## src/sv/assert_macros.svh

```systemverilog
// Assertion macros shared by the sorted priority stack RTL.
// Depends on nothing; included by files that carry concurrent assertions.
`ifndef ASSERT_MACROS_SVH
`define ASSERT_MACROS_SVH

// Generic clocked assertion with an active-low reset disable.
`define SPS_ASSERT(label, clk, rst_n, prop, msg) \
  label: assert property (@(posedge clk) disable iff (!rst_n) (prop)) else $error(msg);

// Assertion on the standard clock and reset ports of this project.
`define SPS_ASSERT_STD(label, prop, msg) `SPS_ASSERT(label, clk_i, rst_ni, prop, msg)

`endif

```

## src/sv/sps_pkg.sv

```systemverilog
// Types, codes and constants of the sorted priority stack.
// Depends on nothing; used by every module of the block.
package sps_pkg;

  localparam int unsigned Depth     = 16;
  localparam int unsigned CountW    = $clog2(Depth + 1);
  localparam int unsigned ElemW     = 32;
  localparam int unsigned GradeW    = 12;
  localparam int unsigned CoursesW  = 8;
  localparam int unsigned WeightW   = 16;
  localparam int unsigned PrioW     = 25;
  localparam int unsigned GradeProdW  = GradeW + WeightW;
  localparam int unsigned CourseProdW = CoursesW + WeightW;
  localparam int unsigned CfgIndexW = 8;

  localparam logic [WeightW-1:0] GradeWeightReset  = 16'd1966;
  localparam logic [WeightW-1:0] CourseWeightReset = 16'd1147;

  typedef enum logic [1:0] {
    MODE_PUSH  = 2'd0,
    MODE_POP   = 2'd1,
    MODE_PEEK  = 2'd2,
    MODE_CLEAR = 2'd3
  } sps_mode_e;

  localparam logic [CfgIndexW-1:0] CfgGradeWeight  = 8'd0;
  localparam logic [CfgIndexW-1:0] CfgCourseWeight = 8'd1;

  typedef struct packed {
    logic [ElemW-1:0]    elem;
    logic [GradeW-1:0]   grade;
    logic [CoursesW-1:0] courses;
    logic [PrioW-1:0]    prio;
  } sps_entry_t;

  typedef struct packed {
    logic push;
    logic pop;
    logic filled;
  } sps_ctrl_t;

endpackage

```

## src/sv/sorted_priority_stack_unit.sv

```systemverilog
// Top level of the sorted priority stack: handshakes, fill count and cell row.
// Depends on sps_pkg, sps_prio, sps_cell and assert_macros.svh.
//
//   channel  direction  handshake              payload
//   in       input      in_valid_i/in_stall_o  mode, elem_value, grade, courses
//   out      output     out_valid_o/out_stall_i top_*, entry_total, is_empty, overflow
//   cfg      input      cfg_valid_i/cfg_ready_o cfg_index_i, cfg_data_i
//
// The accepting edge registers the payload and the weighted products, the cell row then
// registers the compare-and-shift, and the output register then takes the top entry once
// it is empty or out_stall_i is low. The input stalls while a transaction is in the cell
// row, so a new transaction is not accepted until the previous one has left it.
// A result held there by a full output register under out_stall_i keeps the input stalled.
// Reset clears the fill count and handshake state and loads the default weights.
`include "assert_macros.svh"

module sorted_priority_stack_unit (
  input  logic                            clk_i,
  input  logic                            rst_ni,
  input  logic                            in_valid_i,
  output logic                            in_stall_o,
  input  logic [1:0]                      mode_i,
  input  logic [sps_pkg::ElemW-1:0]       elem_value_i,
  input  logic [sps_pkg::GradeW-1:0]      grade_i,
  input  logic [sps_pkg::CoursesW-1:0]    courses_i,
  output logic                            out_valid_o,
  input  logic                            out_stall_i,
  output logic [sps_pkg::ElemW-1:0]       top_elem_o,
  output logic [sps_pkg::GradeW-1:0]      top_grade_o,
  output logic [sps_pkg::CoursesW-1:0]    top_courses_o,
  output logic [sps_pkg::PrioW-1:0]       top_priority_o,
  output logic [sps_pkg::CountW-1:0]      entry_total_o,
  output logic                            is_empty_o,
  output logic                            overflow_o,
  input  logic                            cfg_valid_i,
  output logic                            cfg_ready_o,
  input  logic [sps_pkg::CfgIndexW-1:0]   cfg_index_i,
  input  logic [sps_pkg::WeightW-1:0]     cfg_data_i
);

  logic                          in_fire;
  logic                          a_q, a_d;
  logic                          b_q, b_d;
  logic                          out_valid_q, out_valid_d;
  logic                          out_load;
  logic                          ov_q, ov_d;
  logic [sps_pkg::CountW-1:0]    count_q, count_d;
  logic [sps_pkg::WeightW-1:0]   grade_weight_q, course_weight_q;
  sps_pkg::sps_mode_e            mode_q;
  logic [sps_pkg::ElemW-1:0]     elem_q;
  logic [sps_pkg::GradeW-1:0]    grade_q;
  logic [sps_pkg::CoursesW-1:0]  courses_q;
  logic [sps_pkg::PrioW-1:0]     new_prio;
  logic                          do_push, do_pop, is_full;
  sps_pkg::sps_entry_t           new_entry;
  sps_pkg::sps_entry_t           cell_entry [sps_pkg::Depth];
  logic                          cell_go    [sps_pkg::Depth];
  sps_pkg::sps_ctrl_t            cell_ctrl  [sps_pkg::Depth];

  assign cfg_ready_o = 1'b1;

  always_ff @(posedge clk_i or negedge rst_ni) begin
    if (!rst_ni) begin
      grade_weight_q  <= sps_pkg::GradeWeightReset;
      course_weight_q <= sps_pkg::CourseWeightReset;
    end else if (cfg_valid_i && cfg_ready_o) begin
      unique case (cfg_index_i)
        sps_pkg::CfgGradeWeight:  grade_weight_q  <= cfg_data_i;
        sps_pkg::CfgCourseWeight: course_weight_q <= cfg_data_i;
        default: ;
      endcase
    end
  end

  assign in_stall_o = a_q || b_q;
  assign in_fire    = in_valid_i && !in_stall_o;

  always_ff @(posedge clk_i) begin
    if (in_fire) begin
      mode_q    <= sps_pkg::sps_mode_e'(mode_i);
      elem_q    <= elem_value_i;
      grade_q   <= grade_i;
      courses_q <= courses_i;
    end
  end

  sps_prio u_prio (
    .clk_i           (clk_i),
    .load_i          (in_fire),
    .grade_i         (grade_i),
    .courses_i       (courses_i),
    .grade_weight_i  (grade_weight_q),
    .course_weight_i (course_weight_q),
    .prio_o          (new_prio)
  );

  assign is_full = (count_q == sps_pkg::CountW'(sps_pkg::Depth));
  assign do_push = a_q && (mode_q == sps_pkg::MODE_PUSH) && !is_full;
  assign do_pop  = a_q && (mode_q == sps_pkg::MODE_POP) && (count_q != '0);

  assign new_entry = '{elem: elem_q, grade: grade_q, courses: courses_q, prio: new_prio};

  for (genvar i = 0; i < sps_pkg::Depth; i++) begin : g_cell
    sps_pkg::sps_entry_t up_entry, down_entry;
    logic                up_go;

    assign cell_ctrl[i] = '{push: do_push, pop: do_pop,
                            filled: (count_q > sps_pkg::CountW'(i))};

    if (i == 0) begin : g_first
      assign up_entry = new_entry;
      assign up_go    = 1'b0;
    end else begin : g_inner
      assign up_entry = cell_entry[i-1];
      assign up_go    = cell_go[i-1];
    end

    if (i == sps_pkg::Depth - 1) begin : g_last
      assign down_entry = '0;
    end else begin : g_mid
      assign down_entry = cell_entry[i+1];
    end

    sps_cell u_cell (
      .clk_i        (clk_i),
      .ctrl_i       (cell_ctrl[i]),
      .new_i        (new_entry),
      .up_entry_i   (up_entry),
      .up_go_i      (up_go),
      .down_entry_i (down_entry),
      .entry_o      (cell_entry[i]),
      .go_o         (cell_go[i])
    );
  end

  always_comb begin
    count_d = count_q;
    ov_d    = ov_q;
    if (a_q) begin
      ov_d = (mode_q == sps_pkg::MODE_PUSH) && is_full;
      case (mode_q)
        sps_pkg::MODE_PUSH:  if (!is_full) count_d = count_q + 1'b1;
        sps_pkg::MODE_POP:   if (count_q != '0) count_d = count_q - 1'b1;
        sps_pkg::MODE_CLEAR: count_d = '0;
        default: ;
      endcase
    end
  end

  assign out_load    = b_q && (!out_valid_q || !out_stall_i);
  assign a_d         = in_fire;
  assign b_d         = a_q || (b_q && !out_load);
  assign out_valid_d = out_load || (out_valid_q && out_stall_i);

  always_ff @(posedge clk_i or negedge rst_ni) begin
    if (!rst_ni) begin
      a_q         <= 1'b0;
      b_q         <= 1'b0;
      out_valid_q <= 1'b0;
      ov_q        <= 1'b0;
      count_q     <= '0;
    end else begin
      a_q         <= a_d;
      b_q         <= b_d;
      out_valid_q <= out_valid_d;
      ov_q        <= ov_d;
      count_q     <= count_d;
    end
  end

  always_ff @(posedge clk_i) begin
    if (out_load) begin
      if (count_q != '0) begin
        top_elem_o     <= cell_entry[0].elem;
        top_grade_o    <= cell_entry[0].grade;
        top_courses_o  <= cell_entry[0].courses;
        top_priority_o <= cell_entry[0].prio;
      end else begin
        top_elem_o     <= '0;
        top_grade_o    <= '0;
        top_courses_o  <= '0;
        top_priority_o <= '0;
      end
      entry_total_o <= count_q;
      is_empty_o    <= (count_q == '0);
      overflow_o    <= ov_q;
    end
  end

  assign out_valid_o = out_valid_q;

  `SPS_ASSERT_STD(a_count_bound, count_q <= sps_pkg::CountW'(sps_pkg::Depth),
                  "fill count exceeds the depth")
  `SPS_ASSERT_STD(a_one_in_flight, !(a_q && b_q), "two transactions in the cell row")
  `SPS_ASSERT_STD(a_empty_flag, out_valid_o |-> (is_empty_o == (entry_total_o == '0)),
                  "empty flag disagrees with the entry total")
  `SPS_ASSERT_STD(a_overflow_full,
                  out_valid_o && overflow_o |-> entry_total_o == sps_pkg::CountW'(sps_pkg::Depth),
                  "overflow reported while the store is not full")

endmodule

```

## src/sv/sps_prio.sv

```systemverilog
// Priority unit: registers both weighted products, then adds the Q.16 course product to the grade product cut to Q.8.
// Depends on sps_pkg.
module sps_prio (
  input  logic                           clk_i,
  input  logic                           load_i,
  input  logic [sps_pkg::GradeW-1:0]     grade_i,
  input  logic [sps_pkg::CoursesW-1:0]   courses_i,
  input  logic [sps_pkg::WeightW-1:0]    grade_weight_i,
  input  logic [sps_pkg::WeightW-1:0]    course_weight_i,
  output logic [sps_pkg::PrioW-1:0]      prio_o
);

  logic [sps_pkg::GradeProdW-1:0]  grade_prod_d, grade_prod_q;
  logic [sps_pkg::CourseProdW-1:0] course_prod_d, course_prod_q;

  assign grade_prod_d  = sps_pkg::GradeProdW'(grade_i) * sps_pkg::GradeProdW'(grade_weight_i);
  assign course_prod_d = sps_pkg::CourseProdW'(courses_i)
                         * sps_pkg::CourseProdW'(course_weight_i);

  always_ff @(posedge clk_i) begin
    if (load_i) begin
      grade_prod_q  <= grade_prod_d;
      course_prod_q <= course_prod_d;
    end
  end

  // The grade product is taken eight bits down, dropping its low eight fraction
  // bits, and is added to the course product as it stands.
  assign prio_o = sps_pkg::PrioW'(course_prod_q)
                  + sps_pkg::PrioW'(grade_prod_q[sps_pkg::GradeProdW-1:8]);

endmodule

```

## src/sv/sps_cell.sv

```systemverilog
// One slot of the sorted row: compares against a new entry and shifts on a push or a pop.
// Depends on sps_pkg.
module sps_cell (
  input  logic                clk_i,
  input  sps_pkg::sps_ctrl_t  ctrl_i,
  input  sps_pkg::sps_entry_t new_i,
  input  sps_pkg::sps_entry_t up_entry_i,
  input  logic                up_go_i,
  input  sps_pkg::sps_entry_t down_entry_i,
  output sps_pkg::sps_entry_t entry_o,
  output logic                go_o
);

  sps_pkg::sps_entry_t entry_d, entry_q;

  // The new entry belongs at or above this slot once this slot is free or
  // holds a priority no greater than the new one.
  assign go_o = !ctrl_i.filled || (entry_q.prio <= new_i.prio);

  always_comb begin
    entry_d = entry_q;
    if (ctrl_i.push) begin
      if (up_go_i) begin
        entry_d = up_entry_i;
      end else if (go_o) begin
        entry_d = new_i;
      end
    end else if (ctrl_i.pop) begin
      entry_d = down_entry_i;
    end
  end

  always_ff @(posedge clk_i) begin
    entry_q <= entry_d;
  end

  assign entry_o = entry_q;

endmodule
```

## config.mk

```make
export PLATFORM = sky130hd
export DESIGN_NAME = sorted_priority_stack_unit
export DESIGN_NICKNAME = d
export VERILOG_FILES = /design/src/sv/sps_pkg.sv /design/src/sv/sorted_priority_stack_unit.sv /design/src/sv/sps_prio.sv /design/src/sv/sps_cell.sv
export VERILOG_INCLUDE_DIRS = /design/src /design/src/sv
export SDC_FILE = /design/constraint.sdc
export NUM_CORES = 2
export LEC_CHECK = 0
export ABC_CLOCK_PERIOD_IN_PS = 15260
export BUFFER_PORTS_ARGS = -buffer_cell sky130_fd_sc_hd__clkbuf_2
export CAP_MARGIN = 30
export CORE_AREA = 2 2 407 409
export CTS_CLUSTER_DIAMETER = 120
export CTS_CLUSTER_SIZE = 10
export DETAILED_ROUTE_END_ITERATION = 10
export DIE_AREA = 0 0 409 411
export MAX_ROUTING_LAYER = met4
export PLACE_DENSITY = 0.71
export SKIP_CTS_REPAIR_TIMING = 1
export SLEW_MARGIN = 20
export SYNTH_ARGS = -nofsm -noshare
export SYNTH_HDL_FRONTEND = slang
export SYNTH_SLANG_ARGS = --single-unit
```

## constraint.sdc

```tcl
create_clock -name clk_i -period 15.26 [get_ports clk_i]
set_clock_uncertainty 0.05 [all_clocks]
set_input_delay 1.526 -clock clk_i [delete_from_list [all_inputs] [get_ports clk_i]]
set_output_delay 1.526 -clock clk_i [all_outputs]
set_load 0.005 [all_outputs]
```

Word-level counts from Yosys, hierarchy flattened. Cells that the tools add are included.

Multiplexer cells: 66. Equal/unequal tests: 22. Magnitude comparators: 32. Reduce and logical (&&, ||, !) cells: 75. $add $sub $neg: 3. $mul: 2.

Operator list (count): 77-bit two-way mux (63); 25-bit <= comparator (16); 3-bit by 1-bit inequality test with 1-bit output, second input constant (15); 5-bit by 4-bit greater-than comparator with 1-bit output, second input constant (8); 2-bit AND reduction (18); 12-bit by 16-bit multiplier with 28-bit output (1); 24-bit by 20-bit adder with 25-bit output (1); 8-bit by 16-bit multiplier with 24-bit output (1); 1-bit zero test (21); 5-bit by 3-bit greater-than comparator with 1-bit output, second input constant (4); 1-bit logical OR (20); 5-bit case mux with 3 select lines (1); 5-bit by 1-bit greater-than comparator with 1-bit output, second input constant (2); 5-bit by 2-bit greater-than comparator with 1-bit output, second input constant (2); 5-bit two-way mux (2); 1-bit logical AND (9); 8-bit by 1-bit equality test with 1-bit output, second input constant (1); 8-bit zero test (1); 5-bit by 1-bit adder with 5-bit output, second input constant (1); 5-bit equality test, second input constant (1); 5-bit zero test (1); 5-bit nonzero test (1); 5-bit by 1-bit subtractor with 5-bit output, second input constant (1); 2-bit by 1-bit inequality test with 1-bit output, second input constant (2); 7 further kinds (7).

Word-level logic and storage cells: 284. Register bits: 1463. Output and inout port bits: 87. Input bits: 83.

Depth between registers and ports, before layout.
Word-level depth: 6. Depth in mapped cells: 22. Gate-level depth less buffers: 20.

By module. A second synthesis with hierarchy kept.

Cells, all modules: 8634. Area, all modules: 92138.4 µm².

Modules (own cells, without submodules): sps_cell at g_cell[0].u_cell ... (cells an instance 427, seq. area each 2312.2 µm², area an instance 4554.4 µm², times used 13); sps_cell at g_cell[7].u_cell ... (cells an instance 428, seq. area each 2312.2 µm², area an instance 4550.6 µm², times used 3); sps_prio (cells an instance 1394, seq. area each 1321.3 µm², area an instance 12482.0 µm², times used 1); sorted_priority_stack_unit (cells an instance 405, seq. area each 5188.7 µm², area an instance 6797.8 µm², times used 1).

Worst setup path before layout. No wires, ideal clock.

Path type: reg2reg. Start: register u_prio.course_prod_q[0] (netlist name). End: register g_cell[1].u_cell.entry_q (netlist bit g_cell[1].u_cell.entry_o[0]) (enable). Buffers on the path: 2. Period minus slack after synthesis: 9.366 ns. Required time: 14.652 ns. Library setup time: 0.558 ns. Stages on the path, launching flop included: 19. Setup slack: 5.894 ns. Arrival time: 8.758 ns. Cells stage by stage: edfxtp_1 ha_1 fa_1 a211oi_1 o21ai_1 a21o_1 a21o_1 a21o_1 a21oi_4 xor2_1 ha_1 nand4_1 or3_1 or4_1 nand2_1 a21oi_1 buf_2 buf_2 a31oi_1.

Longest elaborated chain between the ends: 5. Elaborated cells between the ends (all ways): 7. Those cells by class: add/sub (1); order compare (2); eq/ne (1); reduce/logical (3).

Ends and longest elaborated chain: start: declaration (RTL line sps_prio.sv:14) `logic [sps_pkg::CourseProdW-1:0] course_prod_d, course_prod_q;`; start signal: assignment (RTL line sps_prio.sv:23) `course_prod_q <= course_prod_d;`; 24-bit by 20-bit adder with 25-bit output (*) (RTL line sps_prio.sv:30) `+ sps_pkg::PrioW'(grade_prod_q[sps_pkg::GradeProdW-1:8]);`; 25-bit <= comparator (RTL line sps_cell.sv:18) `assign go_o = !ctrl_i.filled || (entry_q.prio <= new_i.prio);`; 1-bit logical OR (RTL line sps_cell.sv:18); 3-bit by 1-bit inequality test with 1-bit output (no line) (*); 2-bit AND reduction (no line) (*); end signal: assignment (RTL line sps_cell.sv:34) `entry_q <= entry_d;`; end: declaration (RTL line sps_cell.sv:14) `sps_pkg::sps_entry_t entry_d, entry_q;`.

Every way passes the cells marked *; elsewhere a longest branch is shown, timed or not. A chain may end at the register's enable or synchronous reset.

Worst setup path in the final report.
Start: register u_prio.course_prod_q[0] (netlist name). End: register g_cell[11].u_cell.entry_q (netlist bit g_cell[11].u_cell.entry_o[69]) (enable).

Longest elaborated chain between the ends: 5. Elaborated cells between the ends (all ways): 7. Those cells by class: add/sub (1); order compare (2); eq/ne (1); reduce/logical (3).

Ends and longest elaborated chain (RTL line): 24-bit by 20-bit adder with 25-bit output (*) (sps_prio.sv:30); 25-bit <= comparator (sps_cell.sv:18); 1-bit logical OR (sps_cell.sv:18); 3-bit by 1-bit inequality test with 1-bit output (no line) (*); 2-bit AND reduction (no line) (*); end signal: assignment (sps_cell.sv:34); end: declaration (sps_cell.sv:14).

Marks and branches as above.

==> flow_summary.ini <==
[run_status]
status = finished clean

[sta]
worst_pin_slew_ns = 1.19
timing.final.crit_share_pct = 52.4
slew_headroom_pct = 20.9
slew_violations = 0
fmax_mhz = 125
rsz0062_at_grt = false
tns_ns = 0
setup_viol = 0
hold_viol_final = 0
period_needed_ns = 7.99

[worst_setup_path]
cp-start-kind = register
critPathArrivalTime_ns = 8.39
slowest_stage = buf_4
cp_max_fo = 54
crit_path_cell_trace = ha_1, fa_1, a211oi_1, o21ai_1, a21oi_1, o21ai_2, o41ai_4, xnor2_2, inv_1, ha_1, nand4_1, or3_1, nor2_1, nand4_1, nand2_1, or2_4, inv_2, a31oi_4, buf_4
crit_path_end_kind = register
crit_type = reg -> reg
cpPeakStageDelay_ns = 0.86
worstPathRequired_ns = 15.66

[synth]
seq_area_frac_synth_pct = 48.7
syn_area_um2 = 89400
synth_common_cells = nand2_1, edfxtp_1, mux2i_1, o21ai_0, ha_1
postSynthAreaPerCell_um2 = 10.9
ys_seq_elements = 1455
yosysTopAreaCell = edfxtp_1
synthArstFlopShare_pct = 2.82
synthFlopType = edfxtp_1
synth_nets = 9015
synthDominantCellAreaShare_pct = 47.5
synth_edf_count = 1414
syn_inst = 8176
post-synth-top-count-cell = nand2_1
synth.distinct_cells = 91
ys_warn_count = 0
ys_top_cells_by_area = edfxtp_1, mux2i_1, ha_1

[placement]
place_area_um2 = 92000
dpl.hpwl_um = 162000
finalWeightedCongestion = 0.931
portBuffers = 168

[power]
power_leakage_nw = 40.5
p_per_area_nw_per_um2 = 152
ir_drop_mv = 0.132

[global_routing]
grt_overflow = 0
grt_pass1_vias = 62800
grt_max_degree = 297
grt_usage_pct = 29.0
antenna_found_initial = 2
grt_pass1_wl_um = 369000

[drt]
vias = 63000
viasPerCell = 6.10
wl_per_cell_um = 23.2
drtPass1Iterations = 6
drt-initial-drc-count = 6521
met2WireLength_um = 109000
wl_um = 239000
highest_layer = met4
ant_nets = 0
met3_length_um = 18600
drc = 0
wirelength_met1_um = 103000

[final_layout]
nets = 8930
drive_above_1_share_pct = 7.46
finish.instance_area_um2 = 96600
area_growth_pct = 8.12

[floorplanning]
initial_core_util_pct = 54.5
rows = 149
die-width_um = 409
fp.dieH_um = 411
ios = 170
die_area_um2 = 168000
core_um2 = 164000

[clocking]
htreeDepth = 4
cts_tree = built
cts-buffers-inserted = 163
clk_latency_ns = 0.84
cts_sinks = 1455
clk_pin_slew_ns = 0.06
root_buffer = clkbuf_16
cts_max_path_buffers = 3

[worst_hold_path]
holdCritPathClass = reg -> reg

[run]
cap_violations = 0
[cells by family (layout without fill, tap and decap cells)]
logic type,after synthesis,in the layout,synth area share (%)
other,1,2,0.00420
AOI/OAI and AO/OA,1710,1710,11.0
buffers and inverters,879,827,4.12
and+or+nand+nor,2215,2215,10.7
muxes,1105,1105,12.4
adders and majority gates,756,756,12.5
DFF,1455,1455,48.7
xor gates and xnor gates,55,55,0.619
[sequential cells by signal (all words and copies together) (netlist names), 2 cells and up]
register and flops:
g_cell.u_cell.entry_o 1232, elem_q 32, top_elem_o 32, top_priority_o 25
u_prio.course_prod_q 24, u_prio.grade_prod_q 20, course_weight_q 16, grade_weight_q 16
grade_q 12, top_grade_o 12, courses_q 8, top_courses_o 8
count_q 5, entry_total_o 5, mode_q 2
[worst max-delay path, delay by kind of cell (launching register included)]
| family | cells | cell delay, ns |
|---|---|---|
| flip-flops | 1 | 0.37 |
| buffers and inverters | 3 | 1.77 |
| XOR/XNOR | 1 | 0.36 |
| AO/OA/AOI/OAI | 6 | 1.98 |
| adder cells (fa/ha/maj) | 3 | 1.23 |
| AND/OR/NAND/NOR | 6 | 1.71 |
[report_power, final]
group	leakage [nW]	switching [mW]	internal, mW	total, mW
logic	24.7	3.52	2.11	5.64
clock network	2.19	1.61	1.95	3.55
registers	13.6	0.408	5.12	5.53
[per-layer routing]
metal	vias up	global-route usage, %
li1	29100	-
met2	2535	44.3
met3	470	3.95
met1	30900	39.6
met4	0	10.6
met5	-	-
[final timing paths]
check | slack, ns | depth (start not counted) | endpoint | startpoint
max | 7.27 | 19 | g_cell[11].u_cell.entry_o[69]$_DFFE_PP_ | u_prio.course_prod_q[0]$_DFFE_PP_
max reg2reg | 7.27 | 19 | g_cell[11].u_cell.entry_o[69]$_DFFE_PP_ | u_prio.course_prod_q[0]$_DFFE_PP_
max in group asynchronous | 14.01 | 2 | grade_weight_q[4]$_DFFE_PN0P_ | rst_ni
min reg2reg | 0.41 | 0 | overflow_o$_DFFE_PP_ | ov_q$_DFFE_PN0P_
min | 0.41 | 0 | overflow_o$_DFFE_PP_ | ov_q$_DFFE_PN0P_
min in group asynchronous | 0.74 | 2 | ov_q$_DFFE_PN0P_ | rst_ni
[cell type report]
type	instances	area (um2)
sequential	1455	43500
fill	13300	67200
tap	2189	2740
clock buffer	184	4210
timing repair buffer	292	2020
clock inverter	14	299
multi-input combinational	5842	42600
antenna	1	2.50
inverter	337	1260
[placed cells by master (no fill, tap or decap), types with 168 or more instances in the layout]
| master | n |
|---|---|
| a21o_1 | 186 |
| a21oi_1 | 174 |
| and2_1 | 222 |
| clkbuf_2 | 168 |
| edfxtp_1 | 1414 |
| fa_1 | 224 |
| ha_1 | 532 |
| inv_1 | 334 |
| mux2i_1 | 1073 |
| nand2_1 | 1562 |
| o21ai_0 | 983 |
[through the flow]
step	util, %	cells	setup WS, ns	hold slack [ns]	total power, mW
floorplan	-	8176	5.89	0.375	9.48
global placement	56.1	10100	7.16	0.382	10.9
detailed placement	56.1	10100	7.26	0.393	11.1
CTS	58.9	10300	7.27	0.408	14.7
global route	59.0	10300	6.80	0.417	15.4
finish	59.0	10300	7.27	0.407	14.7
Note: power is estimated with default switching activity, not from simulation.
